--- config.mk ---
export PLATFORM = sky130hd
export DESIGN_NAME = turn_signal_hazard_flasher
export DESIGN_NICKNAME = d
export VERILOG_FILES = /design/src/hdl/tshf_pkg.sv /design/src/hdl/tshf_step.sv /design/src/hdl/turn_signal_hazard_flasher.sv
export SDC_FILE = /design/constraint.sdc
export NUM_CORES = 1
export LEC_CHECK = 0
export ABC_AREA = 1
export BUFFER_PORTS_ARGS = -buffer_cell sky130_fd_sc_hd__buf_2
export CAP_MARGIN = 20
export CORE_ASPECT_RATIO = 0.75
export CORE_MARGIN = 2
export CORE_UTILIZATION = 45
export CTS_CLUSTER_SIZE = 16
export DETAILED_ROUTE_END_ITERATION = 7
export HOLD_SLACK_MARGIN = 0.1
export PLACE_DENSITY = 0.67
export SLEW_MARGIN = 5
export SYNTH_ARGS = -nofsm -noshare
export SYNTH_HDL_FRONTEND = slang
export SYNTH_SLANG_ARGS = --single-unit
--- constraint.sdc ---
create_clock -name aclk -period 8.89 [get_ports aclk]
set_clock_uncertainty 0.2 [all_clocks]
set_input_delay 0.4445 -clock aclk [delete_from_list [all_inputs] [get_ports aclk]]
set_output_delay 0.4445 -clock aclk [all_outputs]
set_load 0.1 [all_outputs]
--- src/hdl/tshf_pkg.sv ---
// Shared types and constants for the turn signal and hazard flasher.
// Used by tshf_step, turn_signal_hazard_flasher and the testbench; depends on nothing else.
package tshf_pkg;

    localparam int unsigned CNT_W = 16;
    localparam logic [CNT_W-1:0] CNT_MAX = 16'hFFFF;
    localparam logic [CNT_W-1:0] HOLD_RESET = 16'd1000;
    localparam logic [CNT_W-1:0] BLINK_RESET = 16'd300;

    // Configuration register indexes.
    localparam int unsigned CFG_IDX_W = 8;
    localparam logic [CFG_IDX_W-1:0] REG_HOLD_TICKS = 8'd0;
    localparam logic [CFG_IDX_W-1:0] REG_BLINK_HALF_PERIOD = 8'd1;

    // Event codes reported with each tick.
    typedef enum logic [2:0] {
        EV_NONE       = 3'd0,
        EV_LEFT_ON    = 3'd1,
        EV_LEFT_OFF   = 3'd2,
        EV_RIGHT_ON   = 3'd3,
        EV_RIGHT_OFF  = 3'd4,
        EV_HAZARD_ON  = 3'd5,
        EV_HAZARD_OFF = 3'd6
    } event_t;

    // Complete control state of the flasher.
    typedef struct packed {
        logic             left_active;
        logic             right_active;
        logic             hazard_active;
        logic             left_done;
        logic             right_done;
        logic             both_done;
        logic [CNT_W-1:0] left_hold_count;
        logic [CNT_W-1:0] right_hold_count;
        logic [CNT_W-1:0] blink_count;
        logic             blink_phase;
        logic [1:0]       lamp_levels;
    } state_t;

endpackage

--- src/hdl/tshf_step.sv ---
// Next-state logic of the flasher for one tick: button handling and blink phase.
// Depends on tshf_pkg for the state type, event codes and counter limits.
module tshf_step (
    input  tshf_pkg::state_t              state_i,
    input  logic                          left_pressed,
    input  logic                          right_pressed,
    input  logic [tshf_pkg::CNT_W-1:0]    hold_ticks,
    input  logic [tshf_pkg::CNT_W-1:0]    blink_half_period,
    output tshf_pkg::state_t              state_o,
    output tshf_pkg::event_t              event_code
);

    always_comb begin
        tshf_pkg::state_t s;
        tshf_pkg::event_t ev;
        logic             llong;
        logic             rlong;

        s  = state_i;
        ev = tshf_pkg::EV_NONE;

        // Hold counters saturate while pressed and clear on release.
        if (!left_pressed) begin
            s.left_hold_count = '0;
        end else if (s.left_hold_count != tshf_pkg::CNT_MAX) begin
            s.left_hold_count = s.left_hold_count + 1'b1;
        end
        if (!right_pressed) begin
            s.right_hold_count = '0;
        end else if (s.right_hold_count != tshf_pkg::CNT_MAX) begin
            s.right_hold_count = s.right_hold_count + 1'b1;
        end

        llong = left_pressed && ((s.left_hold_count > hold_ticks) ||
                                 (s.left_hold_count == tshf_pkg::CNT_MAX));
        rlong = right_pressed && ((s.right_hold_count > hold_ticks) ||
                                  (s.right_hold_count == tshf_pkg::CNT_MAX));

        // Left button alone toggles the left indicator.
        if (left_pressed) begin
            if (llong && !s.left_done && !s.hazard_active && !right_pressed) begin
                if (!s.left_active) begin
                    s.left_active  = 1'b1;
                    s.right_active = 1'b0;
                    ev = tshf_pkg::EV_LEFT_ON;
                end else begin
                    s.left_active = 1'b0;
                    ev = tshf_pkg::EV_LEFT_OFF;
                end
                s.left_done = 1'b1;
            end
        end else begin
            s.left_done = 1'b0;
        end

        // Right button alone toggles the right indicator.
        if (right_pressed) begin
            if (rlong && !s.right_done && !s.hazard_active && !left_pressed) begin
                if (!s.right_active) begin
                    s.right_active = 1'b1;
                    s.left_active  = 1'b0;
                    ev = tshf_pkg::EV_RIGHT_ON;
                end else begin
                    s.right_active = 1'b0;
                    ev = tshf_pkg::EV_RIGHT_OFF;
                end
                s.right_done = 1'b1;
            end
        end else begin
            s.right_done = 1'b0;
        end

        // Both buttons held long enter hazard mode.
        if (left_pressed && right_pressed) begin
            if (llong && rlong && !s.both_done) begin
                s.hazard_active = 1'b1;
                s.left_active   = 1'b0;
                s.right_active  = 1'b0;
                s.both_done     = 1'b1;
                s.left_done     = 1'b1;
                s.right_done    = 1'b1;
                ev = tshf_pkg::EV_HAZARD_ON;
            end
        end else begin
            s.both_done = 1'b0;
        end

        // An unhandled long press leaves hazard mode.
        if (s.hazard_active && ((llong && !s.left_done) || (rlong && !s.right_done))) begin
            s.hazard_active = 1'b0;
            if (left_pressed) begin
                s.left_done = 1'b1;
            end
            if (right_pressed) begin
                s.right_done = 1'b1;
            end
            ev = tshf_pkg::EV_HAZARD_OFF;
        end

        // Blink phase and the lamp levels latched at each toggle.
        if (s.blink_count != tshf_pkg::CNT_MAX) begin
            s.blink_count = s.blink_count + 1'b1;
        end
        if (s.blink_count >= blink_half_period) begin
            s.blink_count = '0;
            s.blink_phase = !s.blink_phase;
            if (s.hazard_active) begin
                s.lamp_levels = {s.blink_phase, s.blink_phase};
            end else begin
                s.lamp_levels = {s.right_active & s.blink_phase,
                                 s.left_active & s.blink_phase};
            end
        end

        state_o    = s;
        event_code = ev;
    end

endmodule

--- src/hdl/turn_signal_hazard_flasher.sv ---
// Top level of the turn signal and hazard flasher: handshakes, state and result register.
// Depends on tshf_pkg and tshf_step.
//
// Usage: each word on the s_ channel is one millisecond tick carrying the left
// and right button levels. For every accepted word the block returns exactly
// one word on the m_ channel with the two lamp levels and an event code.
// The tick is processed by the step logic in the cycle it is accepted; the
// state registers and the result register load at that edge, so the result
// is offered in the cycle after acceptance. One word is accepted per cycle for
// as long as the receiver takes results; the single result register sets
// that rate.
// When the receiver stalls, the result register holds its word and s_tready
// drops until it is taken; no tick is lost or repeated.
// The configuration channel writes hold_ticks (index 0) and
// blink_half_period (index 1); it is always ready, and writes to other
// indexes are ignored. The user is to write configuration only while the
// block is idle; the block does not enforce this. Reset (aresetn low,
// synchronous) clears all modes, counters, the blink phase and the lamps,
// restores the register defaults of 1000 and 300, and empties the result register.
module turn_signal_hazard_flasher (
    input  logic                            aclk,
    input  logic                            aresetn,
    // Tick words
    input  logic                            s_tvalid,
    output logic                            s_tready,
    input  logic [7:0]                      s_tdata,    // [0] left_pressed, [1] right_pressed
    // Result words
    output logic                            m_tvalid,
    input  logic                            m_tready,
    output logic [7:0]                      m_tdata,    // [0] left_lamp, [1] right_lamp,
                                                        // [4:2] event_code
    // Configuration writes
    input  logic                            cfg_valid,
    output logic                            cfg_ready,
    input  logic [tshf_pkg::CFG_IDX_W-1:0]  cfg_index,
    input  logic [tshf_pkg::CNT_W-1:0]      cfg_data
);

    tshf_pkg::state_t             state_reg;
    tshf_pkg::state_t             state_next;
    tshf_pkg::event_t             event_next;
    logic [tshf_pkg::CNT_W-1:0]   hold_ticks_reg;
    logic [tshf_pkg::CNT_W-1:0]   blink_half_period_reg;
    logic                         m_tvalid_reg;
    logic [7:0]                   m_tdata_reg;
    logic                         s_accept;

    // A new tick is taken whenever the result register is free or being emptied.
    assign s_tready  = !m_tvalid_reg || m_tready;
    assign s_accept  = s_tvalid && s_tready;
    assign cfg_ready = 1'b1;
    assign m_tvalid  = m_tvalid_reg;
    assign m_tdata   = m_tdata_reg;

    tshf_step u_step (
        .state_i           (state_reg),
        .left_pressed      (s_tdata[0]),
        .right_pressed     (s_tdata[1]),
        .hold_ticks        (hold_ticks_reg),
        .blink_half_period (blink_half_period_reg),
        .state_o           (state_next),
        .event_code        (event_next)
    );

    // Configuration registers.
    always_ff @(posedge aclk) begin
        if (!aresetn) begin
            hold_ticks_reg        <= tshf_pkg::HOLD_RESET;
            blink_half_period_reg <= tshf_pkg::BLINK_RESET;
        end else if (cfg_valid) begin
            if (cfg_index == tshf_pkg::REG_HOLD_TICKS) begin
                hold_ticks_reg <= cfg_data;
            end else if (cfg_index == tshf_pkg::REG_BLINK_HALF_PERIOD) begin
                blink_half_period_reg <= cfg_data;
            end
        end
    end

    // Flasher state advances once per accepted tick.
    always_ff @(posedge aclk) begin
        if (!aresetn) begin
            state_reg <= '0;
        end else if (s_accept) begin
            state_reg <= state_next;
        end
    end

    // Result register.
    always_ff @(posedge aclk) begin
        if (!aresetn) begin
            m_tvalid_reg <= 1'b0;
        end else if (s_accept) begin
            m_tvalid_reg <= 1'b1;
        end else if (m_tready) begin
            m_tvalid_reg <= 1'b0;
        end
    end

    always_ff @(posedge aclk) begin
        if (s_accept) begin
            m_tdata_reg <= {3'b000, event_next, state_next.lamp_levels};
        end
    end

`ifndef SYNTHESIS
    // Every accepted tick leaves a result waiting in the next cycle.
    a_result_follows: assert property (@(posedge aclk) disable iff (!aresetn)
        s_accept |=> m_tvalid)
        else $error("accepted tick produced no result");

    // The indicators are mutually exclusive.
    a_one_indicator: assert property (@(posedge aclk) disable iff (!aresetn)
        !(state_reg.left_active && state_reg.right_active))
        else $error("both indicators active");

    // Hazard mode clears both indicators.
    a_hazard_clears: assert property (@(posedge aclk) disable iff (!aresetn)
        state_reg.hazard_active |-> !state_reg.left_active && !state_reg.right_active)
        else $error("indicator active during hazard");

    // Reported event codes stay within the defined set.
    a_event_range: assert property (@(posedge aclk) disable iff (!aresetn)
        m_tvalid |-> m_tdata[4:2] != 3'd7)
        else $error("undefined event code");

    // Lamps only change when the blink counter has just wrapped.
    a_lamps_at_toggle: assert property (@(posedge aclk) disable iff (!aresetn)
        (state_reg.lamp_levels != $past(state_reg.lamp_levels)) |->
            state_reg.blink_count == '0)
        else $error("lamp levels changed away from a phase toggle");
`endif

endmodule

# Yosys cells after proc, flatten, opt, wreduce, memory -nomap -nowiden
# Index checks and enable logic that the tools add are counted.
[word_totals]
reg_bits = 95
inputBits = 37
output_inout_bits = 11
word_cells = 102
[op_classes]
add_sub_neg = 3
magnitude_cmp = 3
n_eq_ne = 7
n_mux = 35
bitwise = 3
reduce_logical = 35
[ops]
columns = ["operator", "n"]
rows = [
  ["$mux 16", 5],
  ["$add 16x1->16 const B", 3],
  ["$ne 16x16->1 const B", 3],
  ["$eq 16x16->1 const B", 2],
  ["$gt 16x16->1", 2],
  ["$mux 3", 8],
  ["$mux 19", 1],
  ["$ge 16x16->1", 1],
  ["$logic_and 1x1->1", 15],
  ["$mux 1", 13],
  ["$mux 2", 6],
  ["$logic_not 1->1", 10],
  ["$eq 8x1->1 const B", 1],
  ["$logic_not 8->1", 1],
  ["$mux 6", 1],
  ["$reduce_and 2->1", 3],
  ["$mux 5", 1],
  ["$logic_or 1x1->1", 4],
  ["$reduce_and 3->1", 1],
  ["$and 1x1->1", 2],
  ["$ne 2x2->1 const B", 1],
  ["$reduce_bool 2->1", 1],
  ["$not 1->1", 1],
]

# Logic depth before layout (Yosys ltp)
# Gate-level depths: netlist of run 1.
[depth]
ltp_word = 23
mapped_depth = 30
mapped_depth_nobuf = 30

# Hierarchy
# From an unflattened synthesis of run 1, not the netlist that was laid out.
[unflattened]
hier_cells = 1117
hier_area_um2 = 6990.5
[by_module_without_submodules]
columns = ["module", "n_inst", "cells_each", "area_each_um2", "seq_area_each_um2"]
rows = [
  ["turn_signal_hazard_flasher", 1, 454, 3538.4, 1951.9],
  ["tshf_step", 1, 663, 3452.1, 0.0],
]

# Least setup slack after synthesis of run 1
# No wires, ideal clock.
[synth_timing]
path_kind = "flip-flop to flip-flop"
from = "register state_reg[35] (netlist name)"
to = "register m_tdata_reg[1] (netlist: m_tdata[1]), data pin"
setup_time_ns = 0.256
t_arrival_ns = 3.231
required_ns = 8.434
path_slack_ns = 5.203
stages_incl_launch_ff = 29
n_path_buf = 0
period_less_slack_ns = 3.687
path_cell_list = "dfxtp_1 ha_1 nand3_2 inv_2 nand2_4 nor2_8 inv_4 nand2_1 nand2_1 nand2_1 inv_1 ha_1 nand3_1 o211ai_1 nand2_1 a21boi_0 o21ai_0 nand2_1 nand3_1 inv_1 nand2_1 nand2_1 inv_1 ha_1 nor2_1 nor2_1 nand2_1 nand2_1 a22o_1"
[synth_rtl]
columns = ["item", "line_no", "text"]
rows = [
  ["start: declaration", "turn_signal_hazard_flasher.sv:39", "tshf_pkg::state_t state_reg;"],
  ["start signal: assignment", "turn_signal_hazard_flasher.sv:84", "state_reg <= state_next;"],
  ["end signal: assignment", "turn_signal_hazard_flasher.sv:101", "m_tdata_reg <= {3'b000, event_next, state_next.lamp_levels};"],
  ["end: declaration", "turn_signal_hazard_flasher.sv:45", "logic [7:0] m_tdata_reg;"],
]

# Final worst setup path of run 1
[layout_timing]
from = "register state_reg[7] (netlist name)"
to = "register state_reg[12] (netlist name)"
[layout_between]
elab_chain_len = 4
elab_cells_between_ends = 5
classes_between = "add/sub: 1; order compare: 1; eq/ne: 1; mux: 2"
[layout_lines]
columns = ["item", "line_no", "text"]
rows = [
  ["$add 16x1->16 or $ne 16x16->1 (tied branches)", "tshf_step.sv:102, tshf_step.sv:101", ""],
  ["$mux 16 *", "tshf_step.sv:101", "if (s.blink_count != tshf_pkg::CNT_MAX) begin"],
  ["$ge 16x16->1", "tshf_step.sv:104", "if (s.blink_count >= blink_half_period) begin"],
  ["$mux 19 *", "tshf_step.sv:104", ""],
]
# Mark *: on every way between the ends. The rest lies on a longest branch, timed or not.
# A chain may end at the register's enable or synchronous reset.

==> results.toml, run 1 <==
[floorplan]
initial_core_util = 0.4631
fp.dieH_um = 107.0
design.die.area_sq_um = 15130
io_pins = 48
rows = 37
fp.dieW_um = 141.4
core_sq_um = 13750

[routing]
wl_um = 15300
drtIter0Drc = 389
post_drt_via_cell_ratio = 5.154
avgRoutedWirePerCell_um = 13.41
vias = 5881
drc_errors = 0
antenna_left = 0
dr.pass1.iters = 5

[pwr]
p_sw_mw = 0.2979
max-vdd-ir-drop_v = 0.00009760
finalPower_mw = 0.9940
netSwitchingFraction = 0.2997
power.leakage_nw = 3.274
pwr-share-clk = 0.391
p_per_area_nw_per_um2 = 142.8
p_comb_frac = 0.146
p_int_mw = 0.6961
seqPwrFrac = 0.463

[final_layout]
multi_input_area_sq_um = 3767
seq_area_sq_um = 1952
largest_register_ffs = 57
layout-drive-gt1-share = 0.09834
fillerInstances = 1379
diodes = 0
fin_nets = 1052
design_area_sq_um = 6959
syn_to_final_growth_pct = 9.294

[timing]
maxSlewViolCount = 0
tightest_slew_ns = 1.008
fmax_mhz = 227.7
rsz0062_at_grt = "false"
hold_viol = 0
fin_crit_ns = 4.392
slew_headroom = 0.3263
setup_tns_ns = 0
holdWs_ns = 0.1454
fin_crit_sh = 0.4940
finalSetupViolations = 0

[global_routing]
antenna_found_initial = 0
grt_first_pass_wirelength_um = 26070
grt_usage = 0.2121
grt_max_degree = 76
grt_pass1_vias = 5273
grt_overflow = 0

[synthesis]
ys.flop_type = "dfxtp_1"
netlist_area_sq_um = 6367
syn_inst = 940
yosysWarnings = 0
ys_seq_elements = 95
synth_edf_count = 5
yosysSeqAreaShare = 0.3065
avgSynthCellArea_sq_um = 6.774
synth.distinct_cells = 44
synth_async_sr_flop_share = 0

[run_status]
status = "finished, final reports clean"

[clock_network]
numCtsBuffers = 9
root_buffer = "clkbuf_16"
worstSkewPairLatency_ns = 0.35
holdBufCountCts = 0
cts_sinks = 95
cts.repair.resized = 0
cts_tree = "yes"
path_clk_slew_ns = 0.07
post_cts_buffers = 0
clk_path_buf_depth = 2
htreeDepth = 3

[worst_hold_path]
min_path_type = "in2reg"
hp-start = "cfg_data[8]"

[setup_path]
cp-startpoint = "state_reg[7]"
crit_fanout = 10
cp_cell_sequence = "nand4_1 > or2_2 > nor2_1 > inv_1 > nor2_1 > inv_1 > nor2_1 > nand3_1 > inv_1 > nor3_1 > nand2_1 > xnor2_1 > ha_1 > a21oi_1 > o21ai_0 > a21oi_1 > nand3_1 > nor2_1 > buf_4 > a22oi_1 > nor2_1"
worst_ep_arrival_time_ns = 4.47
cp-start-kind = "register"
end_kind = "register"
slowest_delay_ns = 0.43
path_class = "reg2reg"
required_ns = 8.97
path_common_cell = "nor2_1"
cp_slowest_cell = "nor2_1"
reg2reg_from = "state_reg[7]"

[flow_run]
max-cap-violations = 0

[placement]
routabilityCongestion = 0.8875
dp.final_hpwl_um = 11370
post_dp_cell_area_sq_um = 6641
port_buffers = 37
## synth_stat cells (3+ instances only)
library cell,count,area share
nand2_1,191,0.11
inv_1,125,0.074
nor2_1,92,0.054
dfxtp_1,90,0.28
a21oi_1,89,0.070
o21ai_0,68,0.053
nand3_1,59,0.046
ha_1,54,0.11
clkbuf_1,22,0.013
nand4_1,18,0.018
a211oi_1,15,0.018
nor3_1,13,0.010
a22oi_1,10,0.012
xnor2_1,8,0.011
nand2_2,7,0.0069
xor2_1,7,0.0096
nand3_2,6,0.0094
nand3b_1,6,0.0071
o211ai_1,6,0.0071
buf_2,5,0.0039
edfxtp_1,5,0.024
inv_2,5,0.0029
buf_4,4,0.0047
nand2_4,4,0.0071
nor2_2,4,0.0039
or2_2,3,0.0029
## logic make-up after synthesis
family / synth area share
simple gates: 0.2893
compound gates: 0.1733
buf+inv: 0.1030
flops: 0.3065
fa+ha+maj: 0.1061
xor+xnor: 0.02063
other cells: 0.001179
## power by group through the flow
stage / clock network (mW) / registers [mW] / logic, mW
finish: 0.389 / 0.461 / 0.145
global route: 0.410 / 0.463 / 0.163
CTS: 0.395 / 0.460 / 0.143
detailed placement: 0 / 0.470 / 0.142
global placement: 0 / 0.470 / 0.140
floorplan: 0 / 0.480 / 0.0976
## routing by layer
layer	part of all wire	GRT usage	routed length, um	up-vias
met5	0	0	0	-
met2	0.40	0.3055	6053	109
met1	0.56	0.3291	8533	2616
met3	0.039	0.03439	590	9
met4	0.0082	0.04429	125	0
li1	-	-	-	3147
## layout make-up
type,instances,share of cell area
Clock buffer,11,0.03632
Inverter,133,0.07228
Timing Repair Buffer,41,0.03272
Clock inverter,5,0.005394
Tap cell,175,0.03146
Multi-Input combinational cell,681,0.5414
Sequential cell,95,0.2805
## final timing paths
| kind | to | slack [ns] | cells after the start |
|---|---|---|---|
| max reg2reg | state_reg[12] | 4.50 | 21 |
| min | blink_half_period_reg[8] | 0.15 | 3 |
| min reg2reg | blink_half_period_reg[12] | 0.26 | 2 |
| max | state_reg[12] | 4.50 | 21 |
## per-stage QoR
stage               cells  setup slack [ns]    util
global route         1141             4.043  0.5061
detailed placement   1123             4.357  0.4830
finish               1141             4.498  0.5061
floorplan             942             5.203       -
global placement     1123             4.401  0.4830
CTS                  1139             4.274  0.5041
## placed cells by master, fill, tap and decap left out, types with 7 or more instances in the layout
cell,netlist,routed
xor2_1,7,7
nand4_1,18,18
a21oi_1,89,89
a22oi_1,10,10
a211oi_1,15,15
buf_2,5,37
o21ai_0,68,68
ha_1,54,54
nor3_1,13,13
nand3_1,59,59
nand2_2,7,7
nor2_1,92,92
xnor2_1,8,8
clkbuf_16,0,9
inv_1,125,125
dfxtp_1,90,90
nand2_1,191,191
## critical path, delay by kind of cell, from the launching register on
kind | cells | cell delay [ns]
AOI/OAI and AO/OA | 4 | 0.54
adders and majority gates | 1 | 0.30
xor gates and xnor gates | 1 | 0.15
buffers and inverters | 4 | 0.58
and+or+nand+nor | 11 | 2.13
DFF | 1 | 0.42
(Power assumes the default switching activity.)
==> run 2, diff against run 1 <==
- ABC_AREA: 1 -> 0
- PLACE_DENSITY: 0.67 -> 0.69
- clock period: 8.89 -> 3.56 ns (I/O delays scaled with it)
==> run 2 against run 1 <==
The flow now finishes with violations (setup timing). Fmax up 0.69%. Count of clock-buffer cells in the layout did not move. Register-to-register slack worse by 5.3 ns. Critical path depth is 3 lower. Non-clock buffer count grew 221. Critical path type unchanged. Largest cell class unchanged.
==> results.toml, run 2 <==
[timing]
rsz0062_at_grt = "true"
maxSlewViolCount = 0
slew_headroom = 0.3220
fin_crit_ns = 4.361
postLayoutSetupSlackWorst_ns = -0.8013
hold_viol = 0
tightest_slew_ns = 1.014
fin_crit_sh = 1.225
fmax_mhz = 229.3
finalSetupViolations = 30

[setup_path]
critPathTopFamily = "simple AND/OR/NAND/NOR gates"
critPathBufInv = 2
cp_slowest_cell = "or4_1"
worst_ep_arrival_time_ns = 4.44
slowest_delay_ns = 0.52
cp-start-kind = "register"
end_kind = "register"
path_class = "reg2reg"
cp_cell_sequence = "nand4_1 > buf_6 > nor4_2 > buf_4 > xnor2_2 > a21oi_4 > ha_2 > nand4_1 > nor3_2 > o311ai_2 > a22oi_2 > and2_4 > nor2_4 > nor2b_2 > ha_1 > or4_1 > a211o_1 > o31ai_1"
required_ns = 3.63
crit_fanout = 5
path_common_cell = "nand4_1"

[final_layout]
design_area_sq_um = 9905
stdcell_count = 1262
final_common_cell = "buf_4"
fillerInstances = 1021
diodes = 0
final_cell_mix = "179 x buf_4, 107 x nand2_1, 62 x dfxtp_1"
syn_to_final_growth_pct = 51.65
layout-drive-gt1-share = 0.4171
fin_nets = 1148
largest_register_ffs = 57

[placement]
routabilityCongestion = 0.9309
place_ws_ns = -0.7051
post_dp_cell_area_sq_um = 8305
dp.final_hpwl_um = 14130
port_buffers = 37
dpl.cell_count = 1182

[synthesis]
synth_edf_count = 5
synth_top_area_cell = "dfxtp_1"
avgSynthCellArea_sq_um = 7.803
ys.flop_type = "dfxtp_1"
yosysTopAreaCellShare = 0.2759
synth.distinct_cells = 74
yosysWarnings = 0
yosysMostFrequentCell = "nand2_1"
ys_seq_elements = 95
netlist_area_sq_um = 6531
synthTopCellsByArea = "dfxtp_1 28%, ha_1 10%, nand2_1 6.6%, a21oi_1 6.1%, mux2i_1 4.9%"
syn_inst = 837
synth_async_sr_flop_share = 0
yosysSeqAreaShare = 0.2989
netlist_top_cells_count = "115 x nand2_1, 90 x dfxtp_1, 80 x a21oi_1"

[floorplan]
fp.dieW_um = 143.1
fp.dieH_um = 108.3
rows = 38
io_pins = 48
core_sq_um = 14310
design.die.area_sq_um = 15500
initial_core_util = 0.4564

[pwr]
finalPower_mw = 2.311
max-vdd-ir-drop_v = 0.0002416
power.leakage_nw = 4.248
p_per_area_nw_per_um2 = 233.3

[routing]
post_drt_via_cell_ratio = 5.790
vias = 7307
dr.pass1.iters = 5
drc_errors = 0
avgRoutedWirePerCell_um = 18.16
wl_um = 22920
antenna_left = 0
drtIter0Drc = 715

[clock_network]
htreeDepth = 3
path_clk_slew_ns = 0.07
cts_tree = "yes"
cts_sinks = 95
root_buffer = "clkbuf_16"
numCtsBuffers = 9
clk_path_buf_depth = 2
worstSkewPairLatency_ns = 0.36

[global_routing]
grt_usage = 0.2737
antenna_found_initial = 0
grt_pass1_vias = 6571
grt_max_degree = 64
grt_overflow = 0
grt_first_pass_wirelength_um = 33430

[worst_hold_path]
min_path_type = "in2reg"

[run_status]
violations = "setup timing"
status = "complete, but fails checks"

[flow_run]
max-cap-violations = 0
run 2: changes by cell type in the layout (fill, tap and decap cells not counted), moves of 28 or more:
cell | before | now
mux2i_1 | 0 | 30
nand2_1 | 191 | 107
nor2_1 | 92 | 54
buf_4 | 3 | 179
dfxtp_1 | 90 | 62
nand3_1 | 59 | 17
a21oi_1 | 89 | 52
inv_1 | 125 | 51
o21ai_0 | 68 | 11
run 2: routing by layer:
layer	part of all wire	vias up	routed length, um	global-route usage
li1	-	3451	-	-
met1	0.45	3492	10290	0.3948
met2	0.47	328	10710	0.4265
met3	0.068	36	1568	0.04606
met4	0.015	0	349	0.06648
met5	0	-	0	0
run 2: layout make-up:
class,count,area (sq um),share of cell area
Inverter,53,198.9,0.02009
Multi-Input combinational cell,636,5126,0.5176
Sequential cell,95,2002,0.2021
Tap cell,200,250.2,0.02527
Clock inverter,5,40.04,0.004042
Timing Repair Buffer,262,2054,0.2074
Clock buffer,11,232.7,0.02350
run 2: path summary, 6_finish.rpt:
check | start | endpoint | slack, ns | depth (start not counted)
max reg2reg | state_reg[39] | state_reg[56] | -0.80 | 18
min reg2reg | blink_half_period_reg[2] | blink_half_period_reg[2] | 0.28 | 2
min | cfg_index[0] | hold_ticks_reg[9] | 0.10 | 3
max | state_reg[39] | state_reg[56] | -0.80 | 18
run 2: kinds of logic (layout without fill, tap and decap cells):
logic type                 Yosys count  in the layout  synth area share
other                                2              4          0.001150
DFF                                 95             95            0.2989
AOI/OAI and AO/OA                  192            192            0.1923
adders and majority gates           54             54            0.1034
muxes                               35             35           0.05421
buffers and inverters              109            331           0.06724
and+or+nand+nor                    326            327            0.2506
xor gates and xnor gates            24             24           0.03218
run 2: stage by stage:
step | util | hold slack [ns] | TNS (ns)
global route | 0.6921 | 0.1398 | -14.59
CTS | 0.6520 | 0.1078 | -5.296
detailed placement | 0.5803 | 0.2190 | -8.395
floorplan | - | 0.1031 | -4.927
global placement | 0.5803 | 0.2107 | -6.747
finish | 0.6921 | 0.1041 | -9.138
run 2: timing repair:
| action | 4_1_cts | 5_1_grt |
|---|---|---|
| gates cloned | 3 | 1 |
| buffers inserted | 23 | 22 |
| pin swaps | 47 | 64 |
| hold buffers | 20 | 0 |
| endpoints found under the setup margin | 30 | 30 |
| resized for setup | 69 | 100 |
| hold endpoints to repair | 33 | 0 |
run 2: worst reg2reg max path, cell delays in order (launching register included):
cell and delay (ns):
dfxtp_2 0.33, nand4_1 0.21, buf_6 0.22, nor4_2 0.30, buf_4 0.18, xnor2_2 0.13
a21oi_4 0.10, ha_2 0.34, nand4_1 0.11, nor3_2 0.28, o311ai_2 0.16, a22oi_2 0.20
and2_4 0.20, nor2_4 0.04, nor2b_2 0.15, ha_1 0.27, or4_1 0.52, a211o_1 0.26
o31ai_1 0.06
run 2: power breakdown:
part | switching [mW] | leakage (nW) | total, mW | internal [mW]
Clock | 0.471 | 0.134 | 0.952 | 0.482
Sequential | 0.00607 | 0.793 | 1.08 | 1.08
Combinational | 0.182 | 3.32 | 0.275 | 0.0930
==> run 3, diff against run 2 <==
--- a/constraint.sdc
+++ b/constraint.sdc
@@ -4,2 +4,2 @@
 set_output_delay 0.178 -clock aclk [all_outputs]
-set_load 0.1 [all_outputs]
+set_load 0.01 [all_outputs]
==> run 3 against run 2 <==
The run still ends with setup timing left. Sequential power is essentially flat. Cell area grew 1.8%. First-iteration DRC count shrank 6.3%. Critical path type unchanged. Non-clock buffer count grew 20. Utilization grew 1.3 points. Cell count grew 1.5%. Fmax grew 5.2%. Combinational power shrank 12%. Die area is the same. Global-route usage grew 1.5 points. Flip-flop and latch count is the same. Worst hold slack gained 0.027 ns.
==> results.toml, run 3 (synthesis results as in run 2) <==
[run_status]
status = "complete, but fails checks"
violations = "setup timing"

[clock_network]
cts_tree = "yes"
numCtsBuffers = 9
worstSkewPairLatency_ns = 0.36
cts_sinks = 95
htreeDepth = 3
root_buffer = "clkbuf_16"
path_clk_slew_ns = 0.07
clk_path_buf_depth = 2

[pwr]
max-vdd-ir-drop_v = 0.0002576
power.leakage_nw = 4.445
p_per_area_nw_per_um2 = 230.0
finalPower_mw = 2.320

[timing]
postLayoutSetupSlackWorst_ns = -0.5874
hold_viol = 0
slew_headroom = 0.2988
fmax_mhz = 241.1
fin_crit_ns = 4.147
holdWs_ns = 0.1308
tightest_slew_ns = 1.049
setup_tns_ns = -10.44
finalSetupViolations = 29
fin_crit_sh = 1.165
maxSlewViolCount = 0
rsz0062_at_grt = "true"

[routing]
drtIter0Drc = 670
wl_um = 22930
dr.pass1.iters = 7
avgRoutedWirePerCell_um = 17.90
antenna_left = 0
post_drt_via_cell_ratio = 5.707
vias = 7311
drc_errors = 0

[floorplan]
fp.dieH_um = 108.3
initial_core_util = 0.4564
io_pins = 48
design.die.area_sq_um = 15500
fp.dieW_um = 143.1
rows = 38
core_sq_um = 14310

[final_layout]
seq_area_sq_um = 1994
final_cell_mix = "197 x buf_4, 105 x nand2_1, 68 x dfxtp_1"
largest_register_ffs = 57
multi_input_area_sq_um = 5129
final_common_cell = "buf_4"
post-route-util = 0.7048
fillerInstances = 994
fin_nets = 1168
syn_to_final_growth_pct = 54.42
stdcell_count = 1281
diodes = 0
layout-drive-gt1-share = 0.4144

[global_routing]
antenna_found_initial = 0
grt_overflow = 0
use_met2 = 0.4494
grt_max_degree = 64
met3_usage = 0.08503
grt_usage = 0.2888
grt_first_pass_wirelength_um = 35220
top_usage_layer = "met2"
grtUsageMet1 = 0.3816
grt_pass1_vias = 7102

[setup_path]
worst_ep_arrival_time_ns = 4.22
crit_fanout = 7
required_ns = 3.63
cp-start-kind = "register"
critPathBufInv = 2
path_class = "reg2reg"
cp-startpoint = "state_reg[40]"
cp_slowest_cell = "or4_1"
end_kind = "register"
slowest_delay_ns = 0.46
reg2reg_from = "state_reg[40]"
critPathTopFamily = "simple AND/OR/NAND/NOR gates"
cp_cell_sequence = "nand4_1 > buf_6 > buf_8 > nor3_4 > mux2_4 > and2_4 > ha_4 > a2111oi_4 > o21ai_1 > a221oi_2 > a22oi_1 > and2_4 > nor2_4 > nor2b_4 > ha_4 > or4_1 > a211o_1 > o31ai_2"

[placement]
routabilityCongestion = 0.9578
dp.final_hpwl_um = 13990
dpl.cell_count = 1182
port_buffers = 37

[worst_hold_path]
min_path_type = "in2reg"
hp-start = "cfg_index[0]"

[flow_run]
max-cap-violations = 0
run 3: changes by cell type in the layout (fill, tap and decap cells not counted), sizes merged:
| cell | before | now |
|---|---|---|
| buf | 241 | 262 |
| clkbuf | 12 | 10 |
| bufinv | 0 | 1 |
| clkinv | 3 | 2 |
| clkinvlp | 0 | 1 |
| inv | 55 | 54 |
run 3: timing repair:
action	in CTS	in global routing
endpoints found under the setup margin	30	31
hold buffers	20	0
resized for setup	82	87
gates cloned	4	0
pin swaps	62	85
hold endpoints to repair	34	0
buffers inserted	58	19
run 3: routing by layer:
layer  part of all wire  vias up
met5                  0        -
met4              0.026        0
met3              0.088       62
met2               0.45      318
met1               0.43     3449
li1                   -     3482
run 3: through the flow:
| step | worst slack (ns) | cell area (sq um) |
|---|---|---|
| after floorplan | -0.5289 | 6948 |
| after CTS | -0.5476 | 9662 |
| after global placement | -0.7089 | 8293 |
| after detailed placement | -0.7787 | 8293 |
| final | -0.5874 | 10090 |
| after global routing | -0.7436 | 10090 |
run 3: worst min-delay path: stages:
cell      delay, ns
buf_2          0.09
nor2_2         0.17
o211ai_1       0.21
run 3: final cells by class:
class	instances	share of cell area
Sequential cell	95	0.1977
Tap cell	200	0.02481
Clock inverter	5	0.005955
Clock buffer	10	0.02270
Inverter	53	0.01972
Multi-Input combinational cell	636	0.5085
Timing Repair Buffer	282	0.2206
run 3: report_power, final:
part           switching, mW  internal, mW  leakage, nW
clock                  0.449         0.544        0.139
combinational          0.145        0.0983         3.52
sequential           0.00619          1.08        0.790
run 3: path summary, 6_finish.rpt:
kind,slack [ns],cells past startpoint,endpoint
setup / recovery,-0.59,18,state_reg[56]
hold / removal,0.13,3,hold_ticks_reg[8]
setup reg to reg,-0.59,18,state_reg[56]
hold reg to reg,0.28,2,state_reg[55]
